==> src/rtl/nuop_pkg.sv <==
// package for the nmos 6502 undocumented operation unit
// holds opcode codes, status bit positions, register indexes and transaction types
// no dependencies
package nuop_pkg;

	localparam int unsigned CFG_IDX_W = 1;

	localparam logic [7:0] LXA_MAGIC_RST = 8'hFF;
	localparam logic [7:0] XAA_MAGIC_RST = 8'hEE;

	localparam int unsigned FL_C = 0;
	localparam int unsigned FL_Z = 1;
	localparam int unsigned FL_D = 3;
	localparam int unsigned FL_V = 6;
	localparam int unsigned FL_N = 7;

	typedef enum logic [CFG_IDX_W-1:0] {
		CFG_LXA_MAGIC = 1'b0,
		CFG_XAA_MAGIC = 1'b1
	} cfg_idx_t;

	typedef enum logic [4:0] {
		OP_SLO = 5'd0,
		OP_RLA = 5'd1,
		OP_SRE = 5'd2,
		OP_RRA = 5'd3,
		OP_SAX = 5'd4,
		OP_LXA = 5'd5,
		OP_LAX = 5'd6,
		OP_DCP = 5'd7,
		OP_ISC = 5'd8,
		OP_ANC = 5'd9,
		OP_ALR = 5'd10,
		OP_ARR = 5'd11,
		OP_XAA = 5'd12,
		OP_SBX = 5'd13,
		OP_SHA = 5'd14,
		OP_SHY = 5'd15,
		OP_SHX = 5'd16,
		OP_SHS = 5'd17,
		OP_LAS = 5'd18,
		OP_KIL = 5'd19
	} op_t;

	typedef struct packed {
		logic [4:0]  opcode;
		logic [7:0]  acc_in;
		logic [7:0]  xreg_in;
		logic [7:0]  yreg_in;
		logic [7:0]  sp_in;
		logic [7:0]  status_in;
		logic [7:0]  operand;
		logic [15:0] address;
	} req_item_t;

	typedef struct packed {
		logic [7:0]  acc_out;
		logic [7:0]  xreg_out;
		logic [7:0]  sp_out;
		logic [7:0]  status_out;
		logic        write_enable;
		logic [15:0] write_address;
		logic [7:0]  write_data;
		logic        halt;
	} rsp_item_t;

	typedef struct packed {
		logic [7:0] lxa_magic;
		logic [7:0] xaa_magic;
	} cfg_t;

endpackage

==> src/rtl/nuop_if.sv <==
// channel interfaces for the nmos 6502 undocumented operation unit
// request, result and configuration write channels with valid/ready
// depends on nuop_pkg
interface nuop_req_if;
	import nuop_pkg::*;
	logic      valid;
	logic      ready;
	req_item_t data;
	modport source (output valid, output data, input ready);
	modport sink (input valid, input data, output ready);
endinterface

interface nuop_rsp_if;
	import nuop_pkg::*;
	logic      valid;
	logic      ready;
	rsp_item_t data;
	modport source (output valid, output data, input ready);
	modport sink (input valid, input data, output ready);
endinterface

interface nuop_cfg_if;
	import nuop_pkg::*;
	logic                 valid;
	logic                 ready;
	logic [CFG_IDX_W-1:0] index;
	logic [7:0]           data;
	modport source (output valid, output index, output data, input ready);
	modport sink (input valid, input index, input data, output ready);
endinterface

==> src/rtl/nuop_cfg_regs.sv <==
// configuration registers (lxa and xaa magic constants)
// depends on nuop_pkg and nuop_cfg_if
module nuop_cfg_regs (
	input  logic            clk,
	input  logic            arst_n,
	nuop_cfg_if.sink        cfg,
	output nuop_pkg::cfg_t  cfg_regs
);
	import nuop_pkg::*;

	cfg_t regs_q;

	assign cfg.ready = 1'b1;
	assign cfg_regs  = regs_q;

	always_ff @(posedge clk or negedge arst_n) begin
		if (!arst_n) begin
			regs_q.lxa_magic <= LXA_MAGIC_RST;
			regs_q.xaa_magic <= XAA_MAGIC_RST;
		end else if (cfg.valid && cfg.ready) begin
			unique case (cfg_idx_t'(cfg.index))
				CFG_LXA_MAGIC: regs_q.lxa_magic <= cfg.data;
				CFG_XAA_MAGIC: regs_q.xaa_magic <= cfg.data;
				default: ;
			endcase
		end
	end

endmodule

==> src/rtl/nuop_alu.sv <==
// combinational execution logic for one undocumented operation
// computes registers, status, memory write and halt from one request
// depends on nuop_pkg
module nuop_alu (
	input  nuop_pkg::req_item_t req,
	input  nuop_pkg::cfg_t      cfg_regs,
	output nuop_pkg::rsp_item_t rsp
);
	import nuop_pkg::*;

	logic [7:0] a, x, y, s, p, m;
	logic [7:0] addr_hi_p1;
	logic       c_in, d_in;

	// adc operand (rra) and sbc operand (isc)
	logic [7:0] rra_t, isc_t;

	logic       adc_c_in;
	logic [8:0] adc_bin;
	logic [5:0] adc_lo;
	logic [5:0] adc_hi;
	logic [5:0] adc_hi_adj;
	logic [7:0] adc_res;
	logic       adc_c, adc_v, adc_n, adc_z;

	logic       sbc_borrow;
	logic [8:0] sbc_bin;
	logic [7:0] sbc_bin_res;
	logic [4:0] sbc_lo, sbc_lo_adj;
	logic [4:0] sbc_hi, sbc_hi_adj;
	logic [7:0] sbc_res;
	logic       sbc_c, sbc_v;

	logic [7:0] arr_and, arr_r, arr_r1, arr_r2;
	logic [4:0] arr_lo_sum, arr_hi_sum;

	logic [7:0]  dcp_t, dcp_diff, sbx_t, sbx_diff, ax;
	logic [15:0] shy_dst, shx_dst, shs_base;

	assign a = req.acc_in;
	assign x = req.xreg_in;
	assign y = req.yreg_in;
	assign s = req.sp_in;
	assign p = req.status_in;
	assign m = req.operand;
	assign c_in = p[FL_C];
	assign d_in = p[FL_D];
	assign addr_hi_p1 = req.address[15:8] + 8'd1;
	assign ax = a & x;

	assign rra_t = {c_in, m[7:1]};
	assign isc_t = m + 8'd1;
	// rra rotates the operand's low bit into carry before the add
	assign adc_c_in = m[0];

	// add with carry, binary and decimal
	always_comb begin
		adc_bin = {1'b0, a} + {1'b0, rra_t} + {8'd0, adc_c_in};
		adc_lo  = {2'b00, a[3:0]} + {2'b00, rra_t[3:0]} + {5'd0, adc_c_in};
		if (adc_lo > 6'd9) begin
			adc_lo = adc_lo + 6'd6;
		end
		adc_hi = {2'b00, a[7:4]} + {2'b00, rra_t[7:4]} + {5'd0, (adc_lo > 6'd15)};
		adc_hi_adj = (adc_hi > 6'd9) ? (adc_hi + 6'd6) : adc_hi;
		if (d_in) begin
			adc_z   = (adc_bin[7:0] == 8'd0);
			adc_n   = adc_hi[3];
			adc_v   = ~(a[7] ^ rra_t[7]) & (a[7] ^ adc_hi[3]);
			adc_c   = (adc_hi_adj > 6'd15);
			adc_res = {adc_hi_adj[3:0], adc_lo[3:0]};
		end else begin
			adc_z   = (adc_bin[7:0] == 8'd0);
			adc_n   = adc_bin[7];
			adc_v   = ~(a[7] ^ rra_t[7]) & (a[7] ^ adc_bin[7]);
			adc_c   = adc_bin[8];
			adc_res = adc_bin[7:0];
		end
	end

	// subtract with borrow, binary flags and decimal result
	always_comb begin
		sbc_borrow  = ~c_in;
		sbc_bin     = {1'b0, a} - {1'b0, isc_t} - {8'd0, sbc_borrow};
		sbc_bin_res = sbc_bin[7:0];
		sbc_c       = ({1'b0, a} >= ({1'b0, isc_t} + {8'd0, sbc_borrow}));
		sbc_v       = (a[7] ^ isc_t[7]) & (a[7] ^ sbc_bin_res[7]);
		sbc_lo      = {1'b0, a[3:0]} - {1'b0, isc_t[3:0]} - {4'd0, sbc_borrow};
		sbc_lo_adj  = sbc_lo[4] ? (sbc_lo - 5'd6) : sbc_lo;
		sbc_hi      = {1'b0, a[7:4]} - {1'b0, isc_t[7:4]} - {4'd0, sbc_lo_adj[4]};
		sbc_hi_adj  = sbc_hi[4] ? (sbc_hi - 5'd6) : sbc_hi;
		sbc_res     = d_in ? {sbc_hi_adj[3:0], sbc_lo_adj[3:0]} : sbc_bin_res;
	end

	// arr bcd fixups
	always_comb begin
		arr_and    = a & m;
		arr_r      = {c_in, arr_and[7:1]};
		arr_lo_sum = {1'b0, arr_and[3:0]} + {4'd0, arr_and[0]};
		arr_hi_sum = {1'b0, arr_and[7:4]} + {4'd0, arr_and[4]};
		arr_r1     = (arr_lo_sum > 5'd5) ? {arr_r[7:4], arr_r[3:0] + 4'd6} : arr_r;
		arr_r2     = (arr_hi_sum > 5'd5) ? (arr_r1 + 8'h60) : arr_r1;
	end

	assign dcp_t    = m - 8'd1;
	assign dcp_diff = a - dcp_t;
	assign sbx_t    = ax;
	assign sbx_diff = sbx_t - m;
	assign shy_dst  = req.address + {8'd0, x};
	assign shx_dst  = req.address + {8'd0, y};
	assign shs_base = req.address - {8'd0, y};

	always_comb begin
		rsp.acc_out       = a;
		rsp.xreg_out      = x;
		rsp.sp_out        = s;
		rsp.status_out    = p;
		rsp.write_enable  = 1'b0;
		rsp.write_address = 16'd0;
		rsp.write_data    = 8'd0;
		rsp.halt          = 1'b0;
		unique case (op_t'(req.opcode))
			OP_SLO: begin
				rsp.status_out[FL_C] = m[7];
				rsp.write_enable     = 1'b1;
				rsp.write_address    = req.address;
				rsp.write_data       = {m[6:0], 1'b0};
				rsp.acc_out          = a | {m[6:0], 1'b0};
			end
			OP_RLA: begin
				rsp.status_out[FL_C] = m[7];
				rsp.write_enable     = 1'b1;
				rsp.write_address    = req.address;
				rsp.write_data       = {m[6:0], c_in};
				rsp.acc_out          = a & {m[6:0], c_in};
			end
			OP_SRE: begin
				rsp.status_out[FL_C] = m[0];
				rsp.write_enable     = 1'b1;
				rsp.write_address    = req.address;
				rsp.write_data       = {1'b0, m[7:1]};
				rsp.acc_out          = a ^ {1'b0, m[7:1]};
			end
			OP_RRA: begin
				rsp.write_enable     = 1'b1;
				rsp.write_address    = req.address;
				rsp.write_data       = rra_t;
				rsp.acc_out          = adc_res;
				rsp.status_out[FL_C] = adc_c;
				rsp.status_out[FL_V] = adc_v;
				rsp.status_out[FL_N] = adc_n;
				rsp.status_out[FL_Z] = adc_z;
			end
			OP_SAX: begin
				rsp.write_enable  = 1'b1;
				rsp.write_address = req.address;
				rsp.write_data    = ax;
			end
			OP_LXA: begin
				rsp.acc_out  = (a | cfg_regs.lxa_magic) & m;
				rsp.xreg_out = (a | cfg_regs.lxa_magic) & m;
			end
			OP_LAX: begin
				rsp.acc_out  = m;
				rsp.xreg_out = m;
			end
			OP_DCP: begin
				rsp.write_enable     = 1'b1;
				rsp.write_address    = req.address;
				rsp.write_data       = dcp_t;
				rsp.status_out[FL_C] = (a >= dcp_t);
				rsp.status_out[FL_N] = dcp_diff[7];
				rsp.status_out[FL_Z] = (dcp_diff == 8'd0);
			end
			OP_ISC: begin
				rsp.write_enable     = 1'b1;
				rsp.write_address    = req.address;
				rsp.write_data       = isc_t;
				rsp.acc_out          = sbc_res;
				rsp.status_out[FL_C] = sbc_c;
				rsp.status_out[FL_V] = sbc_v;
				rsp.status_out[FL_N] = sbc_bin_res[7];
				rsp.status_out[FL_Z] = (sbc_bin_res == 8'd0);
			end
			OP_ANC: begin
				rsp.acc_out          = a & m;
				rsp.status_out[FL_C] = a[7] & m[7];
			end
			OP_ALR: begin
				rsp.acc_out          = {1'b0, arr_and[7:1]};
				rsp.status_out[FL_C] = arr_and[0];
			end
			OP_ARR: begin
				rsp.status_out[FL_N] = arr_r[7];
				rsp.status_out[FL_Z] = (arr_r == 8'd0);
				if (d_in) begin
					rsp.status_out[FL_V] = arr_and[6] ^ arr_r[6];
					rsp.status_out[FL_C] = (arr_hi_sum > 5'd5);
					rsp.acc_out          = arr_r2;
				end else begin
					rsp.status_out[FL_C] = arr_r[6];
					rsp.status_out[FL_V] = arr_r[6] ^ arr_r[5];
					rsp.acc_out          = arr_r;
				end
			end
			OP_XAA: begin
				rsp.acc_out = (a | cfg_regs.xaa_magic) & x & m;
			end
			OP_SBX: begin
				rsp.xreg_out         = sbx_diff;
				rsp.status_out[FL_C] = (sbx_t >= m);
			end
			OP_SHA: begin
				rsp.write_enable  = 1'b1;
				rsp.write_address = req.address;
				rsp.write_data    = ax & addr_hi_p1;
			end
			OP_SHY: begin
				if (shy_dst[15:8] == req.address[15:8]) begin
					rsp.write_enable  = 1'b1;
					rsp.write_address = shy_dst;
					rsp.write_data    = y & addr_hi_p1;
				end
			end
			OP_SHX: begin
				if (shx_dst[15:8] == req.address[15:8]) begin
					rsp.write_enable  = 1'b1;
					rsp.write_address = shx_dst;
					rsp.write_data    = x & addr_hi_p1;
				end
			end
			OP_SHS: begin
				rsp.sp_out        = ax;
				rsp.write_enable  = 1'b1;
				rsp.write_address = req.address;
				rsp.write_data    = ax & (shs_base[15:8] + 8'd1);
			end
			OP_LAS: begin
				rsp.acc_out  = s & m;
				rsp.xreg_out = s & m;
				rsp.sp_out   = s & m;
			end
			OP_KIL: begin
				rsp.halt = 1'b1;
			end
			default: ;
		endcase
		// n and z follow the new accumulator for the logic group and the new x for sbx
		unique case (op_t'(req.opcode))
			OP_SLO, OP_RLA, OP_SRE, OP_LXA, OP_LAX, OP_ANC, OP_ALR, OP_XAA, OP_LAS: begin
				rsp.status_out[FL_N] = rsp.acc_out[7];
				rsp.status_out[FL_Z] = (rsp.acc_out == 8'd0);
			end
			OP_SBX: begin
				rsp.status_out[FL_N] = sbx_diff[7];
				rsp.status_out[FL_Z] = (sbx_diff == 8'd0);
			end
			default: ;
		endcase
	end

endmodule

==> src/rtl/nmos_6502_undocumented_op_unit.sv <==
// nmos 6502 undocumented operation unit, top level
// request -> input register -> execution logic -> result register -> result
// channels: request (one instruction per transaction: opcode, a, x, y, s, p,
//   operand byte, address), result (new a, x, s, p, optional memory write,
//   halt) and cfg (writes of lxa_magic at index 0, xaa_magic at index 1)
// every request transaction gives exactly one result transaction, in order
// an accepted request is captured in the input register, and the alu result for it is
//   captured in the result register, which drives the result transaction
// throughput: one transaction per cycle while the receiver takes results; both stages are
//   registers with the byte alu between them
// cfg is always ready; write it only while no transaction is in flight
// reset clears both stage valids and loads lxa_magic 0xff, xaa_magic 0xee
// when the receiver stalls the result register holds, the input stage
//   fills behind it, then request ready drops until the result is taken
// depends on nuop_pkg, nuop_if, nuop_cfg_regs and nuop_alu
module nmos_6502_undocumented_op_unit (
	input  logic        clk,
	input  logic        arst_n,
	nuop_req_if.sink    request,
	nuop_rsp_if.source  result,
	nuop_cfg_if.sink    cfg
);
	import nuop_pkg::*;

	cfg_t      cfg_regs;
	req_item_t req_s1;
	logic      valid_s1;
	rsp_item_t alu_rsp;
	rsp_item_t rsp_s2;
	logic      valid_s2;
	logic      adv_s2;

	nuop_cfg_regs u_cfg (
		.clk      (clk),
		.arst_n   (arst_n),
		.cfg      (cfg),
		.cfg_regs (cfg_regs)
	);

	nuop_alu u_alu (
		.req      (req_s1),
		.cfg_regs (cfg_regs),
		.rsp      (alu_rsp)
	);

	assign adv_s2        = valid_s1 && (!valid_s2 || result.ready);
	assign request.ready = !valid_s1 || adv_s2;
	assign result.valid  = valid_s2;
	assign result.data   = rsp_s2;

	always_ff @(posedge clk or negedge arst_n) begin
		if (!arst_n) begin
			valid_s1 <= 1'b0;
			valid_s2 <= 1'b0;
		end else begin
			if (request.ready) begin
				valid_s1 <= request.valid;
			end
			if (adv_s2) begin
				valid_s2 <= 1'b1;
			end else if (result.ready) begin
				valid_s2 <= 1'b0;
			end
		end
	end

	always_ff @(posedge clk) begin
		if (request.valid && request.ready) begin
			req_s1 <= request.data;
		end
		if (adv_s2) begin
			rsp_s2 <= alu_rsp;
		end
	end

endmodule
==> src/flat_wrapper.sv <==
// flat-port wrapper written by rule: the top's interface ports become plain ports
module nmos_6502_undocumented_op_unit_flat import nuop_pkg::*;
  (clk, arst_n, request_valid, request_data, request_ready, result_valid, result_data, result_ready, cfg_valid, cfg_index, cfg_data, cfg_ready);
  nuop_req_if request_i ();
  nuop_rsp_if result_i ();
  nuop_cfg_if cfg_i ();
  input  logic clk;
  input  logic arst_n;
  input wire logic [$bits(request_i.valid)-1:0] request_valid;
  input wire logic [$bits(request_i.data)-1:0] request_data;
  output wire logic [$bits(request_i.ready)-1:0] request_ready;
  output wire logic [$bits(result_i.valid)-1:0] result_valid;
  output wire logic [$bits(result_i.data)-1:0] result_data;
  input wire logic [$bits(result_i.ready)-1:0] result_ready;
  input wire logic [$bits(cfg_i.valid)-1:0] cfg_valid;
  input wire logic [$bits(cfg_i.index)-1:0] cfg_index;
  input wire logic [$bits(cfg_i.data)-1:0] cfg_data;
  output wire logic [$bits(cfg_i.ready)-1:0] cfg_ready;
  assign request_i.valid = request_valid;
  assign request_i.data = request_data;
  assign request_ready = request_i.ready;
  assign result_valid = result_i.valid;
  assign result_data = result_i.data;
  assign result_i.ready = result_ready;
  assign cfg_i.valid = cfg_valid;
  assign cfg_i.index = cfg_index;
  assign cfg_i.data = cfg_data;
  assign cfg_ready = cfg_i.ready;
  nmos_6502_undocumented_op_unit u_core (.clk(clk), .arst_n(arst_n), .request(request_i), .result(result_i), .cfg(cfg_i));
endmodule
==> config.mk <==
export PLATFORM = sky130hd
export DESIGN_NAME = nmos_6502_undocumented_op_unit_flat
export DESIGN_NICKNAME = d
export VERILOG_FILES = /design/src/rtl/nuop_pkg.sv /design/src/rtl/nuop_if.sv /design/src/rtl/nuop_cfg_regs.sv /design/src/rtl/nuop_alu.sv /design/src/rtl/nmos_6502_undocumented_op_unit.sv /design/src/flat_wrapper.sv
export SDC_FILE = /design/constraint.sdc
export NUM_CORES = 1
export LEC_CHECK = 0
export ABC_AREA = 1
export BUFFER_PORTS_ARGS = -buffer_cell sky130_fd_sc_hd__buf_2
export CORE_AREA = 8 8 144 146
export CTS_CLUSTER_DIAMETER = 150
export DETAILED_ROUTE_END_ITERATION = 12
export DIE_AREA = 0 0 152 154
export GPL_TIMING_DRIVEN = 0
export MAX_ROUTING_LAYER = met4
export PLACE_DENSITY = 0.89
export SLEW_MARGIN = 10
export SYNTH_ARGS = -nofsm -noshare
export SYNTH_HDL_FRONTEND = slang
export SYNTH_HIERARCHICAL = 1
export SYNTH_SLANG_ARGS = --single-unit
==> constraint.sdc <==
create_clock -name clk -period 8.1 [get_ports clk]
set_input_delay 0.81 -clock clk [delete_from_list [all_inputs] [get_ports clk]]
set_output_delay 0.81 -clock clk [all_outputs]
set_load 0.01 [all_outputs]
==> flow_summary.ini <==
[synthesis]
ys_types = 56
netlist_area_sq_um = 11800
synth_seq_cells = 145
yosysSeqAreaShare = 0.362
postSynthAreaPerCell_sq_um = 7.55
netlist_instances = 1569
synth_nets = 1754
yosysWarnings = 6

[floorplanning]
die_w_um = 152
fp.dieArea_sq_um = 23400
core_area_sq_um = 18500
fp-row-count = 50
die_h_um = 154
start_util = 0.642
io_pins = 144

[cells_and_area]
final_common_cell = nand2_1
area_growth_pct = 14.4
fin_area_sq_um = 13500
fill_cells = 1410
nets = 1916
drive_gt1_frac = 0.146
layout_common_cells = nand2_1, inv_1, nor2_1

[cts]
postCtsSetupBuffers = 0
cts_inserted_buffers = 17
hold_buffers = 0
clk_latency_ns = 0.45
clk_pin_slew_ns = 0.07
clockBufferDepth = 2
cts_num_sinks = 145
h-tree-depth = 4
post_cts_resized = 0
cts_tree = done
cts_root_buf = clkbuf_16

[power_and_ir_drop]
pwr-share-seq = 0.378
vdd_drop_max_mv = 0.145
combPwrFrac = 0.291
swShare = 0.377
internal_power_mw = 1.57
leakagePower_nw = 6.60
p_switching_mw = 0.950
powerDensity_nw_per_um2 = 186
pwr-share-clk = 0.330
power_mw = 2.52

[worst_setup_path]
critPathRequiredTime_ns = 8.27
cp_max_fo = 11
cpMaxStageDelayCell = edfxtp_1
critical_path.most_common_cell = nand2_1
critPathLaunchType = flip-flop
rr_worst_depth = 24
cp.arrival_ns = 5.88
reg2reg_slack_ns = 2.39
r2r-start = u_core/req_s1[16]
reg2reg_to = u_core/result.data[33]
crit_chain = inv_1 > ha_1 > inv_1 > fa_1 > o21ai_0 > nand2_1 > nand2_1 > nand2_1 > o21ai_0 > inv_1 > fa_1 > fa_1 > xnor2_1 > ha_1 > o21ai_0 > nand2_1 > nor2_1 > nor2_1 > nand2_1 > nand3_1 > nor2_1 > inv_1 > nand2_1 > nand2_1
crit_path_end_kind = flip-flop
path_class = flip-flop to flip-flop
max_stage_delay_ns = 0.79

[detailed_routing]
wl_per_cell_um = 21.8
finalWirelength_mm = 43.1
drt-initial-drc-count = 2246
avgViaCountPerCell = 6.32
ant_nets = 0
dr_total_vias = 12500
dr.pass1.iters = 9
drc = 0

[sta]
finalClockSkew_ns = 0.0292
setup_viol_count_final = 0
period_needed_ns = 5.71
fin_crit_sh = 0.705
max_freq_mhz = 175
slew_violations = 0
worst_hold_slack_ns = 0.287
setup_tns_ns = 0
grt_setup_unrepaired = no
finalHoldViolCount = 0
worst_slew_pin_slew_ns = 0.840
maxSlewHeadroom = 0.425

[grt]
grt_max_degree = 38
antenna_found_initial = 1
grt_pass1_wl_mm = 65.1
grt_pass1_vias = 11600
grt_util_all_layers = 0.368
grt.overflow.total = 0

[run_status]
outcome = completed

[place]
routabilityCongestion = 1.06
io_buffers = 140
dp_hpwl_mm = 33.1
post_dp_cell_area_sq_um = 12900

[job]
maxCapViolations = 0

[hold_path]
hp-class = input port to asynchronous set/reset pin
-- sequential cells by signal, indices dropped and copies added (netlist names) --
register               cells
u_core/u_cfg/cfg_regs     16
u_core/valid_s1            1
u_core/result.data        58
u_core/req_s1             69
u_core/result.valid        1
-- worst max path at each step --
stage | startpoint | endpoint | slack (ns) | cells past startpoint
finish | u_core/req_s1[16] | u_core/result.data[33] | 2.39 | 24
global placement | result_ready | u_core/result.data[52] | 2.36 | 3
global route | u_core/req_s1[16] | u_core/result.data[33] | 2.13 | 24
floorplan | u_core/req_s1[16] | u_core/result.data[33] | 3.71 | 24
CTS | u_core/req_s1[16] | u_core/result.data[33] | 2.59 | 24
detailed placement | u_core/req_s1[16] | u_core/result.data[33] | 2.62 | 24
-- synthesized netlist by cell type, drive strengths merged --
library cell  number  area [sq um]
a2111oi            1          8.76
a211oi             4          30.0
a21boi             2          15.0
a21o               2          15.0
a21oi             65           325
a221o              1          10.0
a22oi              1          7.51
a31oi              4          25.0
a32oi              1          8.76
a41oi              1          8.76
buf               25           159
clkbuf             6          22.5
clkinv             2          7.51
conb               1          3.75
dfrtp              4           100
dfstp             14           368
edfxtp           127          3810
fa                12           240
ha                90          1130
inv              212           803
nand2            406          1550
nand3            157           801
nand3b             3          22.5
nand4             35           219
nor2             180           711
nor3              32           165
nor3b              1          7.51
nor4              11          83.8
o2111ai            5          43.8
o211ai            13          97.6
o21a               6          45.0
o21ai             63           334
o21bai             4          30.0
o221ai             4          35.0
o22ai             10          62.6
o311ai             1          8.76
o31ai              6          45.0
or2                8          50.1
xnor2             12           105
xor2              37           324
-- power by group through the flow --
stage	Sequential (mW)	Clock [mW]	Combinational, mW
5_1_grt	0.955	0.865	0.797
3_3_place_gp	0.967	0	0.660
4_1_cts	0.948	0.837	0.705
3_5_place_dp	0.963	0	0.697
2_1_floorplan	0.961	0	0.464
6_report	0.952	0.832	0.734
-- cells by family after synthesis --
group	Yosys count	share of synthesized area
buffers and inverters	245	0.0838
and+or+nand+nor	833	0.305
DFF	145	0.362
AOI/OAI and AO/OA	194	0.0976
adders and majority gates	102	0.115
xor gates and xnor gates	49	0.0362
other	1	0.000317
-- per-layer routing --
| metal | part of all wire | global-route usage |
|---|---|---|
| met1 | 0.40 | 0.497 |
| met2 | 0.42 | 0.529 |
| met3 | 0.15 | 0.0872 |
| met4 | 0.035 | 0.139 |
| met5 | 0 | - |
-- worst max-delay path, delay by kind of cell (launching register included) --
| kind | cells | cell delay [ns] |
|---|---|---|
| flip-flops | 1 | 0.79 |
| adder cells (fa/ha/maj) | 5 | 2.09 |
| AND/OR/NAND/NOR | 11 | 1.04 |
| buffers and inverters | 4 | 0.75 |
| AO/OA/AOI/OAI | 3 | 0.57 |
| XOR/XNOR | 1 | 0.17 |
-- final cells by class --
cell class / instances / area, sq um / share of cell area
multi-input cells: 1179 / 6580 / 0.486
flip-flops and latches: 145 / 4280 / 0.316
inverters: 214 / 813 / 0.0600
repair buffers: 143 / 768 / 0.0567
clock buffers: 17 / 425 / 0.0314
well taps: 234 / 293 / 0.0216
clock inverters: 15 / 204 / 0.0151
plain buffers: 31 / 181 / 0.0134
diodes: 1 / 2.50 / 0.000185
-- metrics by stage --
step | worst slack, ns | util | std cells
after detailed placement | 2.62 | 0.700 | 1946
after global routing | 2.13 | 0.734 | 1979
final | 2.39 | 0.734 | 1979
after global placement | 2.36 | 0.695 | 1943
after floorplan | 3.71 | - | 1569
after CTS | 2.59 | 0.734 | 1978
(Power assumes the default switching activity.)
